$ cat src/rtl/bilinear_texture_sampler_core_defines.svh
// Assertion macros used by the sampler back end.
`ifndef BILINEAR_TEXTURE_SAMPLER_CORE_DEFINES_SVH
`define BILINEAR_TEXTURE_SAMPLER_CORE_DEFINES_SVH

// Same-cycle implication, checked out of reset.
`define TBS_ASSERT_IMP(lbl, ante, cons, msg) \
	lbl: assert property (@(posedge clk) disable iff (!arst_n) (ante) |-> (cons)) \
		else $error(msg);

// Next-cycle implication, checked out of reset.
`define TBS_ASSERT_NXT(lbl, ante, cons, msg) \
	lbl: assert property (@(posedge clk) disable iff (!arst_n) (ante) |=> (cons)) \
		else $error(msg);

`endif

$ cat src/rtl/tbs_pkg.sv
// Shared types and constants of the texture sampler.
`timescale 1ns / 1ps
package tbs_pkg;
	localparam int ADDR_W = 24;
	localparam int WT_W   = 17;

	localparam logic [2:0] REG_WIDTH   = 3'd0;
	localparam logic [2:0] REG_HEIGHT  = 3'd1;
	localparam logic [2:0] REG_HWRAP   = 3'd2;
	localparam logic [2:0] REG_VWRAP   = 3'd3;
	localparam logic [2:0] REG_NEAREST = 3'd4;

	localparam logic [WT_W-1:0] WT_ONE = 17'h10000;

	typedef enum logic [1:0] {
		WRAP_NONE    = 2'd0,
		WRAP_PAD     = 2'd1,
		WRAP_REPEAT  = 2'd2,
		WRAP_REFLECT = 2'd3
	} wrap_t;

	typedef struct packed {
		logic [8:0] width;
		logic [8:0] height;
		wrap_t      h_wrap;
		wrap_t      v_wrap;
		logic       nearest;
	} cfg_t;

	// One unit of work for the back end: a store write or a four-tap blend.
	typedef struct packed {
		logic                       is_load;
		logic [31:0]                texel;
		logic [3:0][ADDR_W-1:0]     addr;
		logic [3:0]                 mask;
		logic [3:0][WT_W-1:0]       wt;
	} entry_t;
endpackage

$ cat src/rtl/tbs_front.sv
// Front end: accepts requests, wraps coordinates, computes weights and tap addresses.
`timescale 1ns / 1ps
module tbs_front #(
	parameter int MAX_WIDTH  = 256,
	parameter int MAX_HEIGHT = 256
) (
	input  logic            clk,
	input  logic            arst_n,
	input  logic            in_valid,
	output logic            in_ready,
	input  logic [95:0]     in_data,
	input  logic            in_mode,
	input  tbs_pkg::cfg_t   cfg,
	output logic            q_valid,
	input  logic            q_ready,
	output tbs_pkg::entry_t q_entry
);
	import tbs_pkg::*;

	localparam int MAXD = (MAX_WIDTH > MAX_HEIGHT) ? MAX_WIDTH : MAX_HEIGHT;
	localparam int NW   = $clog2(MAXD + 1);
	localparam int EW   = NW + 9;

	typedef enum logic [3:0] {
		F_IDLE = 4'b0001,
		F_DIV  = 4'b0010,
		F_WGT  = 4'b0100,
		F_FIN  = 4'b1000
	} fstate_t;

	typedef struct packed {
		logic          ok;
		logic [NW-1:0] idx;
	} coord_t;

	fstate_t st_q;
	logic signed [15:0] lx_q, ly_q;
	logic [7:0] fx_q, fy_q;
	logic axis_q;
	logic [NW-1:0] rem_q;
	logic [15:0] dvd_q;
	logic [3:0] cnt_q;
	logic [NW-1:0] rx_q, ry_q;
	logic px_q, py_q;
	logic [1:0] wk_q;
	logic [3:0][WT_W-1:0] wt_q;
	entry_t ent_q;
	logic ent_v_q;

	function automatic logic [NW-1:0] eff_size(input logic [8:0] v, input logic [NW-1:0] mx);
		logic [EW-1:0] ve, me;
		ve = EW'(v);
		me = EW'(mx);
		if (v == 9'd0) return NW'(1);
		else if (ve > me) return mx;
		else return NW'(v);
	endfunction

	function automatic coord_t wrap_coord(input wrap_t md, input logic signed [16:0] x,
			input logic [NW-1:0] r, input logic p, input logic [NW-1:0] n);
		coord_t c;
		logic signed [16:0] ns;
		ns = signed'(17'(n));
		case (md)
			WRAP_PAD: begin
				c.ok = 1'b1;
				if (x < 0) c.idx = '0;
				else if (x >= ns) c.idx = n - NW'(1);
				else c.idx = NW'(x);
			end
			WRAP_REPEAT: begin
				c.ok = 1'b1;
				c.idx = r;
			end
			WRAP_REFLECT: begin
				c.ok = 1'b1;
				c.idx = p ? (n - NW'(1) - r) : r;
			end
			default: begin
				c.ok = (x >= 0) && (x < ns);
				c.idx = NW'(x);
			end
		endcase
		return c;
	endfunction

	logic [NW-1:0] w_eff, h_eff, n_cur;
	assign w_eff = eff_size(cfg.width, NW'(MAX_WIDTH));
	assign h_eff = eff_size(cfg.height, NW'(MAX_HEIGHT));
	assign n_cur = axis_q ? h_eff : w_eff;

	// one restoring step of |coord| / size
	logic [NW:0] div_t;
	logic div_ge;
	logic [NW-1:0] rem_nx;
	logic neg_cur;
	logic [NW-1:0] r_fin;
	logic p_fin;
	assign div_t  = {rem_q, dvd_q[15]};
	assign div_ge = div_t >= (NW+1)'(n_cur);
	assign rem_nx = div_ge ? NW'(div_t - (NW+1)'(n_cur)) : NW'(div_t);
	assign neg_cur = axis_q ? ly_q[15] : lx_q[15];
	always_comb begin
		if (neg_cur && rem_nx != '0) begin
			r_fin = n_cur - rem_nx;
			p_fin = !div_ge;
		end else begin
			r_fin = rem_nx;
			p_fin = div_ge;
		end
	end

	// integer parts of the sample coordinates
	logic signed [15:0] smp_x, smp_y;
	assign smp_x = signed'(in_data[71:56]);
	assign smp_y = signed'(in_data[95:80]);

	// tap formation
	logic signed [16:0] x0, x1, y0, y1;
	logic [NW-1:0] rx1, ry1;
	logic px1, py1;
	coord_t cx0, cx1, cy0, cy1;
	logic far_out;
	entry_t smp_ent;
	assign x0 = 17'(lx_q);
	assign x1 = x0 + 17'sd1;
	assign y0 = 17'(ly_q);
	assign y1 = y0 + 17'sd1;
	assign rx1 = (rx_q == w_eff - NW'(1)) ? '0 : rx_q + NW'(1);
	assign px1 = (rx_q == w_eff - NW'(1)) ? !px_q : px_q;
	assign ry1 = (ry_q == h_eff - NW'(1)) ? '0 : ry_q + NW'(1);
	assign py1 = (ry_q == h_eff - NW'(1)) ? !py_q : py_q;
	assign cx0 = wrap_coord(cfg.h_wrap, x0, rx_q, px_q, w_eff);
	assign cx1 = wrap_coord(cfg.h_wrap, x1, rx1, px1, w_eff);
	assign cy0 = wrap_coord(cfg.v_wrap, y0, ry_q, py_q, h_eff);
	assign cy1 = wrap_coord(cfg.v_wrap, y1, ry1, py1, h_eff);
	assign far_out = (cfg.h_wrap == WRAP_NONE) && (cfg.v_wrap == WRAP_NONE) &&
		((x0 < -17'sd1) || (x0 > signed'(17'(w_eff))) ||
		 (y0 < -17'sd1) || (y0 > signed'(17'(h_eff))));

	always_comb begin
		smp_ent = '0;
		smp_ent.addr[0] = ADDR_W'(cy0.idx) * ADDR_W'(MAX_WIDTH) + ADDR_W'(cx0.idx);
		smp_ent.addr[1] = ADDR_W'(cy0.idx) * ADDR_W'(MAX_WIDTH) + ADDR_W'(cx1.idx);
		smp_ent.addr[2] = ADDR_W'(cy1.idx) * ADDR_W'(MAX_WIDTH) + ADDR_W'(cx0.idx);
		smp_ent.addr[3] = ADDR_W'(cy1.idx) * ADDR_W'(MAX_WIDTH) + ADDR_W'(cx1.idx);
		if (far_out) begin
			smp_ent.mask = 4'b0000;
			smp_ent.wt = wt_q;
		end else if (cfg.nearest) begin
			smp_ent.mask = {3'b000, cx0.ok & cy0.ok};
			smp_ent.wt = {{3{WT_W'(0)}}, WT_ONE};
		end else begin
			smp_ent.mask = {cx1.ok & cy1.ok, cx0.ok & cy1.ok, cx1.ok & cy0.ok, cx0.ok & cy0.ok};
			smp_ent.wt = wt_q;
		end
	end

	// weight factors: tap k uses fx when k[0], fy when k[1]
	logic [8:0] wa, wb;
	logic [17:0] wprod;
	assign wa = wk_q[0] ? 9'(fx_q) : 9'd256 - 9'(fx_q);
	assign wb = wk_q[1] ? 9'(fy_q) : 9'd256 - 9'(fy_q);
	assign wprod = wa * wb;

	logic [7:0] ld_col, ld_row;
	logic ld_in_range;
	entry_t ld_ent;
	assign ld_col = in_data[7:0];
	assign ld_row = in_data[15:8];
	assign ld_in_range = (ADDR_W'(ld_col) < ADDR_W'(MAX_WIDTH)) &&
		(ADDR_W'(ld_row) < ADDR_W'(MAX_HEIGHT));

	always_comb begin
		ld_ent = '0;
		ld_ent.is_load = 1'b1;
		ld_ent.texel = in_data[47:16];
		ld_ent.addr[0] = ADDR_W'(ld_row) * ADDR_W'(MAX_WIDTH) + ADDR_W'(ld_col);
	end

	assign in_ready = (st_q == F_IDLE) && !ent_v_q;
	assign q_valid  = ent_v_q;
	assign q_entry  = ent_q;

	always_ff @(posedge clk or negedge arst_n) begin
		if (!arst_n) begin
			st_q <= F_IDLE;
			ent_v_q <= 1'b0;
			axis_q <= 1'b0;
			cnt_q <= '0;
			wk_q <= '0;
		end else begin
			if (ent_v_q && q_ready) ent_v_q <= 1'b0;
			case (st_q)
				F_IDLE: begin
					if (in_valid && in_ready) begin
						if (!in_mode) begin
							ent_v_q <= ld_in_range;
						end else begin
							axis_q <= 1'b0;
							cnt_q <= '0;
							st_q <= F_DIV;
						end
					end
				end
				F_DIV: begin
					cnt_q <= cnt_q + 4'd1;
					if (cnt_q == 4'd15) begin
						if (!axis_q) begin
							axis_q <= 1'b1;
						end else begin
							wk_q <= '0;
							st_q <= F_WGT;
						end
					end
				end
				F_WGT: begin
					wk_q <= wk_q + 2'd1;
					if (wk_q == 2'd3) st_q <= F_FIN;
				end
				F_FIN: begin
					ent_v_q <= 1'b1;
					st_q <= F_IDLE;
				end
				default: st_q <= F_IDLE;
			endcase
		end
	end

	always_ff @(posedge clk) begin
		case (st_q)
			F_IDLE: begin
				if (in_valid && in_ready) begin
					if (!in_mode) begin
						ent_q <= ld_ent;
					end else begin
						lx_q <= smp_x;
						ly_q <= smp_y;
						fx_q <= in_data[55:48];
						fy_q <= in_data[79:72];
						rem_q <= '0;
						dvd_q <= smp_x[15] ? 16'(-smp_x) : smp_x;
					end
				end
			end
			F_DIV: begin
				if (cnt_q == 4'd15) begin
					rem_q <= '0;
					dvd_q <= ly_q[15] ? 16'(-ly_q) : ly_q;
					if (!axis_q) begin
						rx_q <= r_fin;
						px_q <= p_fin;
					end else begin
						ry_q <= r_fin;
						py_q <= p_fin;
					end
				end else begin
					rem_q <= rem_nx;
					dvd_q <= {dvd_q[14:0], 1'b0};
				end
			end
			F_WGT: wt_q[wk_q] <= WT_W'(wprod);
			F_FIN: ent_q <= smp_ent;
			default: ;
		endcase
	end
endmodule

$ cat config.mk
export PLATFORM = sky130hd
export DESIGN_NAME = tbs_front
export DESIGN_NICKNAME = d
export VERILOG_FILES = /design/src/rtl/bilinear_texture_sampler_core_defines.svh /design/src/rtl/tbs_pkg.sv /design/src/rtl/tbs_front.sv
export SDC_FILE = /design/constraint.sdc
export NUM_CORES = 1
export LEC_CHECK = 0
export ABC_AREA = 1
export BUFFER_PORTS_ARGS = -buffer_cell sky130_fd_sc_hd__buf_2
export CAP_MARGIN = 20
export CORE_MARGIN = 8
export CORE_UTILIZATION = 50
export DETAILED_ROUTE_END_ITERATION = 6
export PLACE_DENSITY = 0.83
export SLEW_MARGIN = 10
export SYNTH_ARGS = -nofsm -noshare
export SYNTH_HDL_FRONTEND = slang
export SYNTH_SLANG_ARGS = --single-unit
$ cat constraint.sdc
create_clock -name clk -period 14.2 [get_ports clk]
set_input_delay 2.13 -clock clk [delete_from_list [all_inputs] [get_ports clk]]
set_output_delay 2.13 -clock clk [all_outputs]
set_load 0.03 [all_outputs]
# Yosys cells after proc, flatten, opt, wreduce, memory -nomap -nowiden
# Cells that the tools add are included.
# totals
ff_bits	374
input_bits	124
output_inout_bits	203
wordCells	207
# op_classes
bitwise_logic	5
n_reduce_logical	34
muxes	69
addsub	23
n_mul	1
eq_ne	20
n_lt_le_gt_ge	25
# op_table
cell	count
201-bit 2-to-1 mux	2
201-bit one-hot mux with 2 select lines	1
9-bit 2-to-1 mux	26
72-bit 2-to-1 mux	2
10-bit one-hot mux with 3 select lines	4
16-bit 2-to-1 mux	5
17-bit by 9-bit adder with 18-bit output	4
68-bit bitwise mux	1
16-bit by 1-bit < comparator with 1-bit output (second input constant)	4
9-bit subtractor	6
16-bit by 2-bit adder with 17-bit output (second input constant)	2
17-bit demux with 2-bit select	1
17-bit by 1-bit greater-or-equal comparator with 1-bit output (second input constant)	2
17-bit by 10-bit greater-or-equal comparator with 1-bit output	2
17-bit by 1-bit < comparator with 1-bit output (second input constant)	2
17-bit by 10-bit < comparator with 1-bit output	2
16-bit by 1-bit greater-or-equal comparator with 1-bit output (second input constant)	2
16-bit by 10-bit greater-or-equal comparator with 1-bit output	2
16-bit by 10-bit > comparator with 1-bit output	2
16-bit by 10-bit < comparator with 1-bit output	2
16-bit negator	2
16-bit one-hot mux with 2 select lines	1
4-bit 2-to-1 mux	7
9-bit by 1-bit adder with 9-bit output (second input constant)	2
other kinds (39)	91

# Depth between registers and ports, before layout
# depth
word_depth	13
depth_mapped	41
depth_no_buf	41

# Worst setup path after synthesis
# No wires, ideal clock.
# synth_path
path_type	in2reg
from	input cfg[15] (netlist bit)
to	register ent_q (netlist bit q_entry[156]) (data pin)
t_required_ps	13934
t_arrival_ps	7116
setup_ps	266
cell_stages	38
path_buffers	0
path_slack_ps	6818
path_cell_list	or2_2 -> nor4_1 -> nor2_1 -> inv_1 -> nand2_1 -> ha_1 -> nand3_1 -> xor2_1 -> inv_1 -> ha_1 -> inv_1 -> nor3_1 -> inv_1 -> nor2_1 -> nand2_2 -> nand2_1 -> inv_1 -> ha_1 -> [... 2 more ...] -> nand3_1 -> nand2_1 -> a21oi_1 -> o21ai_0 -> a21o_1 -> a21oi_1 -> or2_2 -> nand4_1 -> nand2_1 -> nand2_1 -> nor2_1 -> nor2_1 -> ha_1 -> ha_1 -> nand3_1 -> nor2_2 -> xor2_1 -> nor2_1
# synth_between
elab_chain_cells	11
elab_cells_between_ends	16
classes_between	add/sub (3); order compare (2); eq/ne (1); mux (9); reduce/logical (1)
# synth_rtl
element	line	rtl
start, declared	tbs_front.sv:13	input tbs_pkg::cfg_t cfg,
9-bit > comparator	tbs_front.sv:55	else if (ve > me) return mx;
9-bit 2-to-1 mux	tbs_front.sv:55	
9-bit 2-to-1 mux *	tbs_front.sv:54	if (v == 9'd0) return NW'(1);
9-bit by 1-bit subtractor with 9-bit output	n/a	
9-bit == test	tbs_front.sv:129, tbs_front.sv:130	
9-bit 2-to-1 mux	tbs_front.sv:129	assign rx1 = (rx_q == w_eff - NW'(1)) ? '0 : rx_q + NW'(1);
9-bit subtractor	tbs_front.sv:77	c.idx = p ? (n - NW'(1) - r) : r;
9-bit 2-to-1 mux	tbs_front.sv:77	
10-bit one-hot mux with 3 select lines *	tbs_front.sv:64	case (md)
17-bit by 9-bit adder with 18-bit output *	tbs_front.sv:146	smp_ent.addr[3] = ADDR_W'(cy1.idx) * ADDR_W'(MAX_WIDTH) + ADDR_W'(cx1.idx);
201-bit one-hot mux with 2 select lines *	tbs_front.sv:231	case (st_q)
end signal, assigned	tbs_front.sv:235	ent_q <= ld_ent;
end signal, assigned	tbs_front.sv:263	F_FIN: ent_q <= smp_ent;
end, declared	tbs_front.sv:47	entry_t ent_q;
# Every way passes the cells marked *; elsewhere a longest branch is shown, timed or not.
# A chain may end at the register's enable or synchronous reset.

# Worst setup path after layout
# Ends and elaborated chain as after synthesis.

==> results.sh <==
export IMPL_yosys_cell_types_count=60
export IMPL_period_minus_slack_ns=7.88
export IMPL_wl_per_cell_um=18.6
export IMPL_initial_core_util=0.502
export IMPL_track_usage=0.243
export IMPL_worstPathArrival_ns=8.16
export IMPL_drt_iter0_drc=2001
export IMPL_ys_flop_type="edfxtp_1"
export IMPL_powerDensity_nw_per_um2=242
export IMPL_dieArea_um2=53600
export IMPL_finalMaxSlewViolations=0
export IMPL_clk_latency_ns=0.56
export IMPL_grt_pass1_wl_um=103000
export IMPL_cts_setup_buffers=0
export IMPL_antenna_found_initial=3
export IMPL_worstSetupEndpointType="register"
export IMPL_cts_resized=0
export IMPL_dr_total_vias=19778
export IMPL_design_area_um2=26500
export IMPL_nets=3343
export IMPL_hpwl_um=52100
export IMPL_finalCritPeriodShare=0.555
export IMPL_crit_required_ns=14.48
export IMPL_syn_inst=2731
export IMPL_rows=79
export IMPL_drc=0
export IMPL_syn_avg_cell_area_um2=8.51
export IMPL_hp_class="reg -> reg"
export IMPL_critPathMaxStageDelay_ns=0.33
export IMPL_port_buffers=302
export IMPL_maxCapViolCount=0
export IMPL_slowest_stage="ha_1"
export IMPL_seq_area_frac_synth=0.439
export IMPL_fin_hold_ws_ns=0.526
export IMPL_syn_cell_area_um2=23200
export IMPL_cts_sinks=342
export IMPL_placed_cell_area_um2=25200
export IMPL_setup_tns_ns=0
export IMPL_crit_type="in -> reg"
export IMPL_rrSetupSlack_ns=7.52
export IMPL_place_gp_congestion=1.02
export IMPL_p_leak_nw=12.3
export IMPL_h_tree_depth=2
export IMPL_drive_gt1_frac=0.146
export IMPL_whs_path_depth=1
export IMPL_crit_path_frequent_cell="inv_1"
export IMPL_tightest_slew_ns=1.13
export IMPL_synth_warning_count=0
export IMPL_dieWidth_um=232
export IMPL_drt_wl_total_um=67800
export IMPL_core_um2=46300
export IMPL_first_pass_iters=5
export IMPL_cts_root_buffer="clkbuf_16"
export IMPL_ant_nets=0
export IMPL_cp_max_fo=10
export IMPL_syn_to_final_growth_pct=14.0
export IMPL_r2r_start="fx_q[0]$_DFFE_PP_"
export IMPL_cts_buffer_depth=3
export IMPL_synth_edf_count=330
export IMPL_cts_hold_buf=0
export IMPL_report_final_hold_viol_count=0
export IMPL_cts_tree="yes"
export IMPL_slew_headroom=0.242
export IMPL_ys_seq_elements=342
export IMPL_grt_pass1_vias=18818
export IMPL_hp_start="cnt_q[0]$_DFFE_PN0P_"
export IMPL_rsz0062_at_grt="false"
export IMPL_path_clk_slew_ns=0.06
export IMPL_gr_total_overflow=0
export IMPL_skew_ns=0.0203
export IMPL_r2r_end="wt_q[14]$_DFFE_PP_"
export IMPL_ios=327
export IMPL_die_h_um=232
export IMPL_grt_max_degree=71
export IMPL_async_flop_share=0.0351
export IMPL_clock_fmax_mhz=127
export IMPL_avgViaCountPerCell=5.41
export IMPL_peakVddDrop_v=0.000337
export IMPL_status="finished, final reports clean"
export IMPL_min_to="cnt_q[0]$_DFFE_PN0P_"
export IMPL_numCtsBuffers=38
export IMPL_rr_worst_depth=27
export IMPL_startpoint_type="input port"
export IMPL_setup_viol=0
Yosys cell counts, types with 6 or more instances:
cell type / count / share of area
nor2_1: 328 / 0.053
a31oi_1: 6 / 0.0016
a221oi_1: 9 / 0.0034
o21ai_1: 8 / 0.0017
buf_2: 10 / 0.0022
o21bai_1: 13 / 0.0042
clkbuf_1: 42 / 0.0068
nand3_2: 7 / 0.0030
clkinv_1: 6 / 0.00097
dfrtp_1: 11 / 0.012
nand2_1: 604 / 0.098
xnor2_1: 24 / 0.0090
xor2_1: 61 / 0.023
ha_1: 148 / 0.080
o211ai_1: 20 / 0.0065
nand2_2: 10 / 0.0027
edfxtp_1: 330 / 0.43
or2_2: 22 / 0.0059
nand4_1: 25 / 0.0067
a21oi_1: 138 / 0.030
nor4_1: 12 / 0.0032
nand3_1: 167 / 0.036
inv_1: 410 / 0.066
o21ai_0: 111 / 0.024
fa_1: 55 / 0.047
buf_4: 36 / 0.012
inv_2: 11 / 0.0018
nor3_1: 32 / 0.0069
layer usage:
metal	share of wire	vias to the layer above	global-route usage
met1	0.41	9231	0.324
li1	-	9519	-
met5	0.00018	-	0
met3	0.080	141	0.0351
met2	0.47	885	0.396
met4	0.041	2	0.0980
through the flow:
stage | cells | utilization | setup WS, ns | total power, mW
floorplan | 2754 | - | 6.82 | 4.18
global placement | 3581 | 0.545 | 5.86 | 5.19
detailed placement | 3581 | 0.545 | 5.75 | 5.29
CTS | 3649 | 0.572 | 6.33 | 6.32
global route | 3653 | 0.573 | 5.65 | 6.83
finish | 3653 | 0.573 | 6.32 | 6.40
worst max-delay path by stage:
stage | startpoint | end | slack, ns | depth (start not counted)
floorplan | cfg[15] | q_entry[156]$_SDFFCE_PP0P_ | 6.82 | 38
CTS | cfg[15] | q_entry[156]$_SDFFCE_PP0P_ | 6.33 | 39
global placement | cfg[15] | q_entry[156]$_SDFFCE_PP0P_ | 5.86 | 39
global route | cfg[15] | q_entry[156]$_SDFFCE_PP0P_ | 5.65 | 39
detailed placement | cfg[15] | q_entry[156]$_SDFFCE_PP0P_ | 5.75 | 39
finish | cfg[15] | q_entry[156]$_SDFFCE_PP0P_ | 6.32 | 39
flip-flops by register name (all words and copies together) (netlist names):
register / cells
q_entry: 169
axis_q: 1
rx_q: 9
fy_q: 8
py_q: 1
px_q: 1
dvd_q: 16
q_valid: 1
cnt_q: 4
wk_q: 2
ry_q: 9
fx_q: 8
st_q: 4
rem_q: 9
lx_q: 16
wt_q: 68
ly_q: 16
cells by family after synthesis:
family / share of synthesized area
AO/OA/AOI/OAI: 0.0865
XOR/XNOR: 0.0320
adder cells (fa/ha/maj): 0.127
buffers and inverters: 0.0915
flip-flops: 0.439
other: 0.000161
AND/OR/NAND/NOR: 0.223
placed cells by master, fill, tap and decap left out, drive strengths merged, types with 44 or more instances in the layout:
| master | count |
|---|---|
| a21oi | 140 |
| xor2 | 61 |
| edfxtp | 330 |
| nor2 | 336 |
| buf | 316 |
| fa | 55 |
| inv | 426 |
| ha | 148 |
| nand2 | 617 |
| clkbuf | 44 |
| o21ai | 119 |
| nand3 | 175 |
where the power goes:
| part | switching [mW] | internal, mW | total, mW |
|---|---|---|---|
| Sequential | 0.0731 | 1.77 | 1.84 |
| Combinational | 2.48 | 1.09 | 3.57 |
| Clock | 0.415 | 0.582 | 0.998 |
| Total | 2.97 | 3.44 | 6.40 |
cell type report:
type                            count  area [µm²]
Antenna cell                        2        5.00
Fill cell                        4081       19800
Clock buffer                       44         995
Tap cell                          607         759
Sequential cell                   342       10200
Timing Repair Buffer              316        1650
Multi-Input combinational cell   1891       11000
Inverter                          427        1610
Clock inverter                     24         258
worst max-delay path: cells and delay by family:
kind / cells / cell delay (ns)
buffers and inverters: 7 / 0.63
xor gates and xnor gates: 2 / 0.41
adders and majority gates: 6 / 1.48
AOI/OAI and AO/OA: 4 / 0.53
and+or+nand+nor: 20 / 2.99
(Power assumes the default switching activity.)
