File: config.mk
export PLATFORM = sky130hd
export DESIGN_NAME = tbs_queue
export DESIGN_NICKNAME = d
export VERILOG_FILES = /design/src/rtl/bilinear_texture_sampler_core_defines.svh /design/src/rtl/tbs_pkg.sv /design/src/rtl/tbs_queue.sv
export SDC_FILE = /design/constraint.sdc
export NUM_CORES = 1
export LEC_CHECK = 0
export BUFFER_PORTS_ARGS = -buffer_cell sky130_fd_sc_hd__buf_2
export CORE_ASPECT_RATIO = 1.2
export CORE_UTILIZATION = 30
export DETAILED_ROUTE_END_ITERATION = 10
export GPL_ROUTABILITY_DRIVEN = 0
export GPL_TIMING_DRIVEN = 0
export PLACE_DENSITY = 0.56
export SETUP_SLACK_MARGIN = 0.2
export SYNTH_ARGS = -nofsm -noshare
export SYNTH_HDL_FRONTEND = slang
export SYNTH_SLANG_ARGS = --single-unit
File: constraint.sdc
create_clock -name clk -period 28.3 [get_ports clk]
set_clock_uncertainty 0.1 [all_clocks]
set_input_delay 1.415 -clock clk [delete_from_list [all_inputs] [get_ports clk]]
set_output_delay 1.415 -clock clk [all_outputs]
set_load 0.005 [all_outputs]
File: src/rtl/bilinear_texture_sampler_core_defines.svh
// Assertion macros used by the sampler back end.
`ifndef BILINEAR_TEXTURE_SAMPLER_CORE_DEFINES_SVH
`define BILINEAR_TEXTURE_SAMPLER_CORE_DEFINES_SVH

// Same-cycle implication, checked out of reset.
`define TBS_ASSERT_IMP(lbl, ante, cons, msg) \
	lbl: assert property (@(posedge clk) disable iff (!arst_n) (ante) |-> (cons)) \
		else $error(msg);

// Next-cycle implication, checked out of reset.
`define TBS_ASSERT_NXT(lbl, ante, cons, msg) \
	lbl: assert property (@(posedge clk) disable iff (!arst_n) (ante) |=> (cons)) \
		else $error(msg);

`endif

File: src/rtl/tbs_pkg.sv
// Shared types and constants of the texture sampler.
`timescale 1ns / 1ps
package tbs_pkg;
	localparam int ADDR_W = 24;
	localparam int WT_W   = 17;

	localparam logic [2:0] REG_WIDTH   = 3'd0;
	localparam logic [2:0] REG_HEIGHT  = 3'd1;
	localparam logic [2:0] REG_HWRAP   = 3'd2;
	localparam logic [2:0] REG_VWRAP   = 3'd3;
	localparam logic [2:0] REG_NEAREST = 3'd4;

	localparam logic [WT_W-1:0] WT_ONE = 17'h10000;

	typedef enum logic [1:0] {
		WRAP_NONE    = 2'd0,
		WRAP_PAD     = 2'd1,
		WRAP_REPEAT  = 2'd2,
		WRAP_REFLECT = 2'd3
	} wrap_t;

	typedef struct packed {
		logic [8:0] width;
		logic [8:0] height;
		wrap_t      h_wrap;
		wrap_t      v_wrap;
		logic       nearest;
	} cfg_t;

	// One unit of work for the back end: a store write or a four-tap blend.
	typedef struct packed {
		logic                       is_load;
		logic [31:0]                texel;
		logic [3:0][ADDR_W-1:0]     addr;
		logic [3:0]                 mask;
		logic [3:0][WT_W-1:0]       wt;
	} entry_t;
endpackage

File: src/rtl/tbs_queue.sv
// Two-entry queue between the front and back ends.
`timescale 1ns / 1ps
module tbs_queue (
	input  logic            clk,
	input  logic            arst_n,
	input  logic            wr_valid,
	output logic            wr_ready,
	input  tbs_pkg::entry_t wr_entry,
	output logic            rd_valid,
	input  logic            rd_ready,
	output tbs_pkg::entry_t rd_entry
);
	import tbs_pkg::*;

	entry_t slot_q [2];
	logic wp_q, rp_q;
	logic [1:0] cnt_q;
	logic push, pop;

	assign wr_ready = cnt_q != 2'd2;
	assign rd_valid = cnt_q != 2'd0;
	assign rd_entry = slot_q[rp_q];
	assign push = wr_valid && wr_ready;
	assign pop  = rd_valid && rd_ready;

	always_ff @(posedge clk or negedge arst_n) begin
		if (!arst_n) begin
			wp_q <= 1'b0;
			rp_q <= 1'b0;
			cnt_q <= '0;
		end else begin
			if (push) wp_q <= !wp_q;
			if (pop) rp_q <= !rp_q;
			cnt_q <= cnt_q + 2'(push) - 2'(pop);
		end
	end

	always_ff @(posedge clk) begin
		if (push) slot_q[wp_q] <= wr_entry;
	end
endmodule

Word level (Yosys, flattened, before mapping) --
Memory sizes are Yosys's and may differ from the RTL's. Index checks and enable logic that the tools add are counted.
Word-level totals: register bits 4, bits in writable memories 402, input bits 205, word-level logic and storage cells 14, memories kept 1
Memories:
- slot_q | words 2, bits a word 201, rd ports 1, clocked after memory_dff 0, write ports 1, line tbs_queue.sv:15 | entry_t slot_q [2];
Operators by class: $add $sub $neg 2, equal/unequal tests 1, multiplexer cells 2, reduce and logical (&&, ||, !) cells 5
Operators with widths (number):
- $add A2 B1 Y2 | 1
- $logic_and A1 B1 Y1 | 2
- $logic_not A1 Y1 | 2
- $mux W1 | 2
- $ne A2 B2 Y1 const B | 1
- $reduce_bool A2 Y1 | 1
- $sub A2 B1 Y2 | 1

Longest topological paths before layout --
Gate-level depths: netlist of the first run.
depth after elaboration 4, depth in mapped cells 5, mapped depth without buffers 5

Worst setup path before layout of the first run --
OpenSTA, ideal clock, no wires.
path kind input to register, start point in wr_valid, end point mem slot_q[0][0] (netlist bit) (enable), arrival 9822 ps, data required time 27435 ps, setup slack 17613 ps, stages on the path 2, path buffers 0, path through nand2_1 > nor2_1
Between the ends: cells in the longest elaborated chain, start to end 3
Ends and longest elaborated chain:
- start, declared | line tbs_queue.sv:6 | input logic wr_valid,
- $logic_and A1 B1 Y1 | line tbs_queue.sv:23 | assign push = wr_valid && wr_ready;
- $mux W1 | line tbs_queue.sv:39 | if (push) slot_q[wp_q] <= wr_entry;
- $mux W1 (not written as such) | line tbs_queue.sv:39
- end, declared | line tbs_queue.sv:15
No other way between the ends.

==> results.md, run 1 <==
* Clk Tree Root Cell: clkbuf_16
* Sequential Area at 12170 µm²
* Via-per-instance ratio at about 4.3
* Routed wire length per instance at roughly 18 µm
* Unrepaired setup endpoints after global routing: false
* Die ar. at 50060 µm²
* Port bufs at between 400 and 500
* DR pass1 iterations at 4
* Post-DP HPWL at 22440 µm
* Clock Latency Late Sink at roughly 550 ps
* Synth cell count leaders: 402 x edfxtp_1, 201 x mux2_2, 11 x buf_4, 9 x buf_6, 4 x dfrtp_1
* Final Hold Viols at 0
* Initial antenna violation count at 4
* Fraction of layout cells with a size suffix above 1 at 0.6202
* Drc violations at 0
* Slew @ Worst Pin at about 800 ps
* Global-route wire length before repair at approximately 47000 µm
* Total grt overflow at 0
* Vias in the first global route at between 8000 and 9000
* Reg-to-Reg Start: cnt_q[0]
* # fillers at ~4500
* Status: complete, no violations
* Hold Buf Count CTS at 0
* Final Max Slew Viols at 0
* Clock power frac at 0.281
* Hold crit path type: flop to flop
* Worst hold stages at 1
* WHS Endpoint: wp_q
* Syn Inst Count at between 600 and 700
* CP Launch Type: flop
* Num CTS Buffers at 42
* Max Cap Violations at 0
* Layout net count at between 1000 and 1500
* Top_reg_cell synth: edfxtp_1
* Post-CTS sizing at 0
* Category of the most critical setup path: flop to primary output
* R2r endpoint: slot_q[1][120]
* Sequential share of the synthesized area at 0.8252
* Syn_nets at ~850
* CTS tree: built
* Fmax at 0.2888 GHz
* Total negative slack at 0 ps
* Switch Pwr at 0.0005316 W
* Power Density at approximately 100 nW/µm²
* CP Max Fanout at 10
* Share of the clock period used by the worst path at 0.1224
* Die W at 204.4 µm
* Vias at around 7500
* Most numerous cell in the Yosys netlist: edfxtp_1
* Gate power share at 0.286
* Post-synth top area cell: edfxtp_1
* Tmin final at approximately 3500 ps
* Slew headroom at 0.4692
* Share of power burned in registers at 0.433
* Worst path required time at about 27000 ps
* Initial Utilization at 0.3052
* Std-Cell Rows at 88
* Core Region at between 40000 and 50000 µm²
* Synthesized area per cell at roughly 23 µm²
* Setup violators final at 0
* Synth top area cells: edfxtp_1 82%, mux2_2 15%, buf_6 0.69%
* Area delta synth->final at 30.27%
* Largest net degree at the start of global routing at 54
* Hold path startpoint: wp_q
* Longest Clk Path Bufs at 3
* H-Tree Depth at 2
* Yosys reg bits at 406
* Die Span Y at between 200 and 250 µm
* Reg clk slew, reported paths at about 60 ps
* Synthesis warning total at 0
* Top-Level Pins at just over 400
* Post-route ant nets at 0
* Final Power at between 0.0015 and 0.002 W
* Post-synth cell types at 19
* Switch share at 0.2718
* CP endpoint kind: primary output
* Area share of the largest cell type after synthesis at 0.8184
* Cell Area, Synth at between 10000 and 15000 µm²
* Int Power at around 0.0014 W
* Max IR drop VDD at between 60 and 70 µV
* # clock sinks at between 400 and 500
* Total GRT Usage at 0.1248
* Worst EP arrival at ~2000 ps
* EDFF count, synth at about 400
* P_leak at 7.121 nW
* Final wirelength at 32010 µm
* Post-synthesis async set-or-reset flop share at 0.009852
* Reg2reg setup slack at roughly 26000 ps
* Worst r2r path cells at 4
* Initial DRC count at 202
* Multi-input logic area at approximately 2400 µm²
* Postcts setup bufs at 0
==> per-layer routing <==
layer | wire length (µm) | global-route usage | part of all wire
met1 | 11390 | 0.1297 | 0.36
met2 | 17050 | 0.2252 | 0.53
met5 | 13 | 0 | 0.00041
met3 | 2465 | 0.04288 | 0.077
met4 | 1092 | 0.05465 | 0.034
==> worst max-delay path: stages, from the launching register on <==
cell and delay (ps):
dfrtp_1 400, buf_4 290, buf_6 210, mux2_2 340, buf_2 160
==> state kept, by name, indices dropped and copies added, names as in the netlist <==
signal / cells
cnt_q: 2
rp_q: 1
slot_q: 402
wp_q: 1
==> power groups by stage <==
| stage | Combinational, W | Clock (W) | Sequential (W) |
|---|---|---|---|
| CTS | 0.000581 | 0.000570 | 0.000848 |
| global placement | 0.000546 | 0 | 0.000927 |
| detailed placement | 0.000579 | 0 | 0.000860 |
| floorplan | 0.000310 | 0 | 0.000894 |
| finish | 0.000560 | 0.000550 | 0.000846 |
| global route | 0.000609 | 0.000589 | 0.000858 |
==> area by class of cell <==
cell class                 count  area share
antenna                        3   0.0003907
buffer                        22     0.01009
clock buffer                  53     0.06016
clock inverter                22     0.01113
multi-input combinational    219      0.1248
sequential                   406      0.6334
tap                          630     0.04102
timing repair buffer         418      0.1190
==> worst max path at each step <==
stage	from	to	slack [ps]
6_report	rp_q	rd_entry[141]	24840
5_1_grt	rp_q	rd_entry[114]	24710
4_1_cts	rp_q	rd_entry[104]	24740
3_5_place_dp	wr_valid	slot_q[1][120]	24760
3_3_place_gp	wr_valid	slot_q[0][120]	11900
2_1_floorplan	wr_valid	slot_q[0][0]	17610
==> cell usage in the layout (no fill, tap or decap) <==
cell / synthesis / routed
edfxtp_1: 402 / 402
ha_1: 1 / 1
clkinv_1: 0 / 5
a311oi_1: 1 / 1
nor2b_1: 1 / 1
nand2_1: 2 / 2
nor2_4: 0 / 1
buf_2: 2 / 409
bufinv_16: 0 / 4
buf_4: 11 / 11
and3_4: 0 / 1
inv_6: 0 / 2
mux2_2: 201 / 201
buf_16: 0 / 4
nand3_1: 1 / 1
clkbuf_16: 0 / 45
dfrtp_1: 4 / 4
nand2b_1: 1 / 1
buf_6: 9 / 9
buf_12: 0 / 7
clkinv_2: 0 / 10
o21ai_0: 1 / 1
xnor2_1: 3 / 3
nor4bb_1: 1 / 1
clkbuf_1: 0 / 8
o21ba_2: 1 / 1
diode_2: 0 / 3
nor2_1: 3 / 2
clkinvlp_4: 0 / 1
or2_2: 1 / 1
==> per-stage QoR <==
stage / setup slack (ps) / instance area (µm²) / hold slack, ps / cells / util
floorplan: 17610 / 14750 / 360.2 / 647 / -
global placement: 11900 / 17580 / 377.0 / 1684 / 0.3636
detailed placement: 24760 / 17840 / 446.5 / 1695 / 0.3690
CTS: 24740 / 19210 / 457.3 / 1770 / 0.3974
global route: 24710 / 19210 / 470.1 / 1771 / 0.3974
finish: 24840 / 19220 / 450.7 / 1773 / 0.3975
==> cells by family (layout without fill, tap and decap cells) <==
kind of cell / Yosys count / count (layout) / share of synthesized area
flip-flops: 406 / 406 / 0.8252
other: 0 / 3 / 0
XOR/XNOR: 3 / 3 / 0.001782
buffers and inverters: 22 / 515 / 0.01315
AO/OA/AOI/OAI: 3 / 3 / 0.001611
multiplexers: 201 / 201 / 0.1534
AND/OR/NAND/NOR: 11 / 11 / 0.003988
adder cells (fa/ha/maj): 1 / 1 / 0.0008481
Note: power is estimated with default switching activity, not from simulation.
==> run 2: changes to the inputs <==
--- a/config.mk
+++ b/config.mk
@@ -11,7 +11,7 @@
 export DETAILED_ROUTE_END_ITERATION = 10
 export GPL_ROUTABILITY_DRIVEN = 0
 export GPL_TIMING_DRIVEN = 0
-export PLACE_DENSITY = 0.56
+export PLACE_DENSITY = 0.58
 export SETUP_SLACK_MARGIN = 0.2
 export SYNTH_ARGS = -nofsm -noshare
 export SYNTH_HDL_FRONTEND = slang
==> constraint.sdc (replaced) <==
create_clock -name clk -period 3.1 [get_ports clk]
set_clock_uncertainty 0.1 [all_clocks]
set_input_delay 0.155 -clock clk [delete_from_list [all_inputs] [get_ports clk]]
set_output_delay 0.155 -clock clk [all_outputs]
set_load 0.005 [all_outputs]
==> results.md, run 2 (synthesis results as in run 1) <==
* Post-DP HPWL at 22810 µm (+1.7%)
* CP Launch Type: flop
* Multi-input logic area at 2419 µm² (+0.89%)
* Initial antenna violation count at 1 (-3)
* R2r endpoint: slot_q[0][36]
* Clk Tree Root Cell: clkbuf_16
* Fmax at around 0.4 GHz
* Gate power share at 0.300 (+0.014)
* Post-route ant nets at 0 (unchanged)
* Initial DRC count at 246 (+22%)
* Core Region at 48340 µm² (unchanged)
* Top reg by flops: slot_q
* Int Power at 0.01301 W (+810%)
* Global-route wire length before repair at 50490 µm (+7.8%)
* Top-Level Pins at 408 (unchanged)
* Num CTS Buffers at 43 (+2.4%)
* Most frequent cells in the layout: 409 x buf_2, 402 x edfxtp_1, 205 x dlygate4sd3_1, 201 x mux2_2, 45 x clkbuf_16
* Reg-to-Reg Start: cnt_q[0]
* # clock sinks at 406 (unchanged)
* Placed cell area at 17840 µm² (about the same)
* CTS tree: built
* Final Hold Viols at 0 (unchanged)
* Status: complete, no violations
* Unrepaired setup endpoints after global routing: false
* Postcts setup bufs at 0 (unchanged)
* Finished Cell Area at 21230 µm² (+10%)
* Initial Utilization at 0.3052 (unchanged)
* Clock Latency Late Sink at 540 ps (about the same)
* Drc violations at 0 (unchanged)
* Final Max Slew Viols at 0 (unchanged)
* DP Worst Slack at 280.9 ps (-24480 ps)
* Top flop regs: slot_q: 402 flops, cnt_q: 2 flops
* Slowest CP cell: nor2_4
* Layout net count at 1521 (+16%)
* Hold_ws at 223.5 ps (-227.2 ps)
* Switch Pwr at 0.004976 W (+840%)
* Vias in the first global route at 9024 (+12%)
* Reg2reg setup slack at 550 ps (-25240 ps)
* Final core occ at 0.4392 (+0.04167)
* Die Span Y at 244.9 µm (unchanged)
* DR pass1 iterations at 4 (unchanged)
* Max IR drop VDD at 634.0 µV (+930%)
* Worst path required time at 3250 ps (-23530 ps)
* Area delta synth->final at 43.93%
* Final wirelength at 34290 µm (+7.1%)
* Total GRT Usage at 0.1329 (+0.008037)
* Total grt overflow at 0 (unchanged)
* Routed wire length per instance at 17.35 µm (-3.9%)
* Fraction of layout cells with a size suffix above 1 at 0.5253 (-0.09492)
* Via-per-instance ratio at 4.244 (-0.32%)
* Most frequent CP cell: buf_12
* Category of the most critical setup path: flop to flop
* Worst r2r path cells at 7 (+3)
* Sequential Area at 12170 µm² (unchanged)
* Vias at 8391 (+11%)
* Port bufs at 407 (unchanged)
* Worst EP arrival at 2700 ps (+750 ps)
* Share of the clock period used by the worst path at 0.8220
* Largest net degree at the start of global routing at 58 (+7.4%)
* Max reg flops at 402 (unchanged)
* Die W at 204.4 µm (unchanged)
* Slowest cell delay on critical path at 490 ps (+90 ps)
* Hold crit path type: input pin to flop
* Longest Clk Path Bufs at 3 (unchanged)
* Die ar. at 50060 µm² (unchanged)
* Final worst setup slack at 551.8 ps (-24290 ps)
* Final Power at 0.01798 W (+820%)
* Switch share at 0.2767 (+0.004938)
* Setup violators final at 0 (unchanged)
* CP endpoint kind: flop
* Slew @ Worst Pin at 744.3 ps (-51.95 ps)
* Tmin final at between 2000 and 3000 ps
* P_leak at 7.947 nW (+12%)
* # fillers at 4320 (-4.1%)
* Reg clk slew, reported paths at 60 ps (about the same)
* Most common cell after layout, fill and taps aside: buf_2
* Share of power burned in registers at 0.431 (-0.002)
* CP Cell Sequence: nand2b_4 -> nand2_4 -> nor2_4 -> buf_12 -> buf_12 -> buf_12 -> buf_16
* CP Launch Point: cnt_q[0]
* H-Tree Depth at 2 (unchanged)
* Max Cap Violations at 0 (unchanged)
* Slew headroom at 0.5033 (+0.03410)
* Clock power frac at 0.269 (-0.012)
* CP Max Fanout at 29 (+19)
* Std-Cell Rows at 88 (unchanged)
* Setup crit end: slot_q[0][36]
* Power Density at 847.0 nW/µm² (+730%)
## run 2: cell types whose count changed in the layout (fill, tap and decap cells not counted), moves of 2 or more
cell	previous run	this run
clkinv_4	0	2
diode_2	3	1
clkbuf_1	8	5
clkinv_2	10	7
dlygate4sd3_1	0	205
buf_12	7	5
inv_6	2	0
clkinv_1	5	11
bufinv_16	4	2
clkinvlp_4	1	4
## run 2: final cells by class
class / instances / area share
Sequential cell: 406 / 0.5733
Timing Repair Buffer: 622 / 0.2038
Multi-Input combinational cell: 220 / 0.1139
Clock buffer: 50 / 0.05393
Tap cell: 630 / 0.03713
Buffer: 22 / 0.009135
Clock inverter: 26 / 0.008663
Antenna cell: 1 / 0.0001179
## run 2: per-stage QoR
step / TNS [ps] / instances
5_1_grt: 0 / 1977
3_5_place_dp: 0 / 1694
3_3_place_gp: -971420 / 1684
4_1_cts: 0 / 1975
6_report: 0 / 1977
2_1_floorplan: -298890 / 647
## run 2: repair_timing
action	4_1_cts	5_1_grt
hold buffers	205	0
setup endpoints to repair	0	22
hold endpoints to repair	410	0
gates resized for setup	0	0
## run 2: power by group through the flow
stage,Sequential [W],Combinational (W),Clock [W]
floorplan,0.00791,0.00285,0
global placement,0.00804,0.00502,0
detailed placement,0.00786,0.00528,0
CTS,0.00775,0.00553,0.00502
global route,0.00785,0.00585,0.00519
finish,0.00775,0.00539,0.00484
## run 2: worst max-delay path: cells and delay by family, from the launching register on
kind | cells | cell delay (ps)
buffers and inverters | 4 | 940
AND/OR/NAND/NOR | 3 | 750
flip-flops | 1 | 420
## run 2: worst min-delay path by stage
stage | to | slack (ps) | cells after the start | startpoint
global placement | rp_q | -130 | 1 | arst_n
finish | slot_q[0][148] | 220 | 2 | wr_entry[148]
floorplan | cnt_q[0] | -240 | 0 | arst_n
global route | slot_q[0][149] | 190 | 2 | wr_entry[149]
detailed placement | rp_q | -130 | 1 | arst_n
CTS | slot_q[1][124] | 180 | 2 | wr_entry[124]
## run 2: per-layer routing
layer,global-route usage,vias to the layer above,wire length [µm]
li1,-,3933,-
met1,0.1399,4143,12700
met2,0.2448,257,18330
met3,0.04063,58,2259
met4,0.05070,0,998
met5,0,-,0
==> run 3: changes to the inputs <==
--- a/config.mk
+++ b/config.mk
@@ -11,7 +11,7 @@
 export DETAILED_ROUTE_END_ITERATION = 10
 export GPL_ROUTABILITY_DRIVEN = 0
 export GPL_TIMING_DRIVEN = 0
-export PLACE_DENSITY = 0.58
+export PLACE_DENSITY = 0.56
 export SETUP_SLACK_MARGIN = 0.2
 export SYNTH_ARGS = -nofsm -noshare
 export SYNTH_HDL_FRONTEND = slang
==> constraint.sdc (replaced) <==
create_clock -name clk -period 2.5 [get_ports clk]
set_clock_uncertainty 0.1 [all_clocks]
set_input_delay 0.125 -clock clk [delete_from_list [all_inputs] [get_ports clk]]
set_output_delay 0.125 -clock clk [all_outputs]
set_load 0.005 [all_outputs]
==> results.md, run 3 (synthesis results as in run 1) <==
* Status: complete, no violations
* Top reg by flops: slot_q
* Max Cap Violations at 0 (unchanged)
* CP Buf/Inv Count at 3 (-1)
* Port bufs at 407 (unchanged)
* Top Family by Delay on Critical Path: buffers and inverters
* Slowest CP cell: dfrtp_1
* # clock sinks at 406 (unchanged)
* Setup violators final at 0 (unchanged)
* Setup crit end: rd_entry[102]
* H-Tree Depth at 2 (unchanged)
* Clk Tree Root Cell: clkbuf_16
* Std-Cell Rows at 88 (unchanged)
* Reg clk slew, reported paths at 70 ps (about the same)
* # diodes at 0 (-1)
* Top flop regs: slot_q: 402 flops, cnt_q: 2 flops
* DP Worst Slack at 2.430 ps (-278.5 ps)
* Multi-input logic area at 2420 µm² (about the same)
* Placed cells at 1696 (+0.12%)
* CP Launch Point: rp_q
* Die W at 204.4 µm (unchanged)
* Num CTS Buffers at 43 (unchanged)
* Most frequent cells in the layout: 409 x buf_2, 402 x edfxtp_1, 205 x dlygate4sd3_1, 201 x mux2_2, 45 x clkbuf_16
* Routed wire length per instance at 17.24 µm (-0.64%)
* R2r endpoint: slot_q[0][68]
* Die ar. at 50060 µm² (unchanged)
* Final Max Slew Viols at 0 (unchanged)
* Core Region at 48340 µm² (unchanged)
* Slew headroom at 0.7570 (+0.2538)
* Initial Utilization at 0.3052 (unchanged)
* Post-DP HPWL at 22880 µm (+0.31%)
* Final wirelength at 34070 µm (-0.64%)
* Total negative slack at 0 ps (unchanged)
* Layout net count at 1524 (+0.20%)
* Top-Level Pins at 408 (unchanged)
* # fillers at 4302 (-0.42%)
* Total grt overflow at 0 (unchanged)
* Worst path required time at 2280 ps (-970 ps)
* Fraction of layout cells with a size suffix above 1 at 0.5264 (+0.001095)
* Share of the clock period used by the worst path at 0.8618
* Reg-to-Reg Start: cnt_q[0]
* P_leak at 7.977 nW (+0.37%)
* Largest net degree at the start of global routing at 58 (unchanged)
* DR pass1 iterations at 4 (unchanged)
* Fmax at approximately 0.46 GHz
* Vias at 8365 (-0.31%)
* Initial antenna violation count at 3 (+2)
* Global-route wire length before repair at 50540 µm (about the same)
* Die Span Y at 244.9 µm (unchanged)
* Clock Latency Late Sink at 550 ps (about the same)
* Longest Clk Path Bufs at 3 (unchanged)
* CP Launch Type: flop
* Area delta synth->final at 44.13%
* Reg2reg setup slack at 430 ps (-120 ps)
* Final worst setup slack at 345.4 ps (-206.3 ps)
* Category of the most critical setup path: flop to primary output
* Drc violations at 0 (unchanged)
* Final Hold Viols at 0 (unchanged)
* Sequential Area at 12170 µm² (unchanged)
* Max reg flops at 402 (unchanged)
* Hold crit path type: input pin to flop
* Tmin final at between 2000 and 2500 ps
* Worst r2r path cells at 7 (unchanged)
* Initial DRC count at 302 (+23%)
* Slew @ Worst Pin at 364.5 ps (-379.8 ps)
* CTS tree: built
* Most common cell after layout, fill and taps aside: buf_2
* Power Density at 1050 nW/µm² (+24%)
* Via-per-instance ratio at 4.231 (-0.31%)
* CP Cell Sequence: buf_6 -> buf_4 -> mux2_2 -> buf_2
* Total GRT Usage at 0.1330 (about the same)
* WP depth at 4 (-3)
* Vias in the first global route at 9175 (+1.7%)
* Worst EP arrival at 1930 ps (-770 ps)
* CP endpoint kind: primary output
* Post-route ant nets at 0 (unchanged)
* CP Max Fanout at 10 (-66%)
* Unrepaired setup endpoints after global routing: false
* Slowest cell delay on critical path at 420 ps (-70 ps)
* Max IR drop VDD at 763.8 µV (+20%)
* Final Power at 0.02233 W (+24%)
* Final cell count without fillers at 1977 (unchanged)
-- run 3: cell types whose count changed in the layout (fill, tap and decap cells not counted), moves of 2 or more --
cell | previous run | this run
inv_6 | 0 | 2
clkinvlp_4 | 4 | 1
clkbuf_1 | 5 | 8
clkinv_1 | 11 | 7
buf_12 | 5 | 8
-- run 3: power breakdown --
part           internal [W]  switching [W]  leakage (nW)
sequential          0.00928       0.000317          3.79
combinational       0.00342        0.00331          3.54
clock               0.00348        0.00252         0.648
total                0.0162        0.00615          7.98
-- run 3: what timing repair did --
item,CTS,global route
hold buffers,205,0
resized for setup,0,1
pin swaps,1,0
buffers inserted,1,0
endpoints found under the hold margin,410,0
gates cloned,0,1
endpoints found under the setup margin,40,15
-- run 3: per-layer routing --
layer | track usage | vias to the layer above | share of wire
met1 | 0.1396 | 4117 | 0.37
met4 | 0.04807 | 6 | 0.027
li1 | - | 3935 | -
met5 | 0 | - | 0.0011
met2 | 0.2454 | 251 | 0.53
met3 | 0.04235 | 56 | 0.070
-- run 3: through the flow --
| step | util | hold WS [ps] | cell area, µm² |
|---|---|---|---|
| after floorplan | - | -270.6 | 14770 |
| after global placement | 0.3641 | -163.8 | 17600 |
| after detailed placement | 0.3698 | -157.9 | 17870 |
| after CTS | 0.4396 | 151.2 | 21250 |
| after global routing | 0.4398 | 165.5 | 21260 |
| final | 0.4398 | 195.6 | 21260 |
-- run 3: final cells by class --
cell class                 count  share of cell area
sequential                   406              0.5725
timing repair buffer         625              0.2054
multi-input combinational    220              0.1138
clock buffer                  53             0.05438
tap                          630             0.03708
buffer                        22            0.009299
clock inverter                21            0.007533
-- run 3: worst register-to-register path, cell delays in order (launching register included) --
cell	delay [ps]
dfrtp_1	420
nand2b_4	190
nand2_4	60
nor2_4	120
buf_12	200
buf_12	230
buf_12	230
buf_16	210
-- run 3: worst min-delay path by stage --
stage                  start        endpoint  slack (ps)  depth (start not counted)
3_5_place_dp          arst_n        cnt_q[1]        -160                          1
3_3_place_gp          arst_n        cnt_q[1]        -160                          1
6_report        wr_entry[29]   slot_q[1][29]         200                          2
4_1_cts         wr_entry[15]   slot_q[1][15]         150                          2
5_1_grt        wr_entry[135]  slot_q[0][135]         170                          2
2_1_floorplan         arst_n        cnt_q[0]        -270                          0
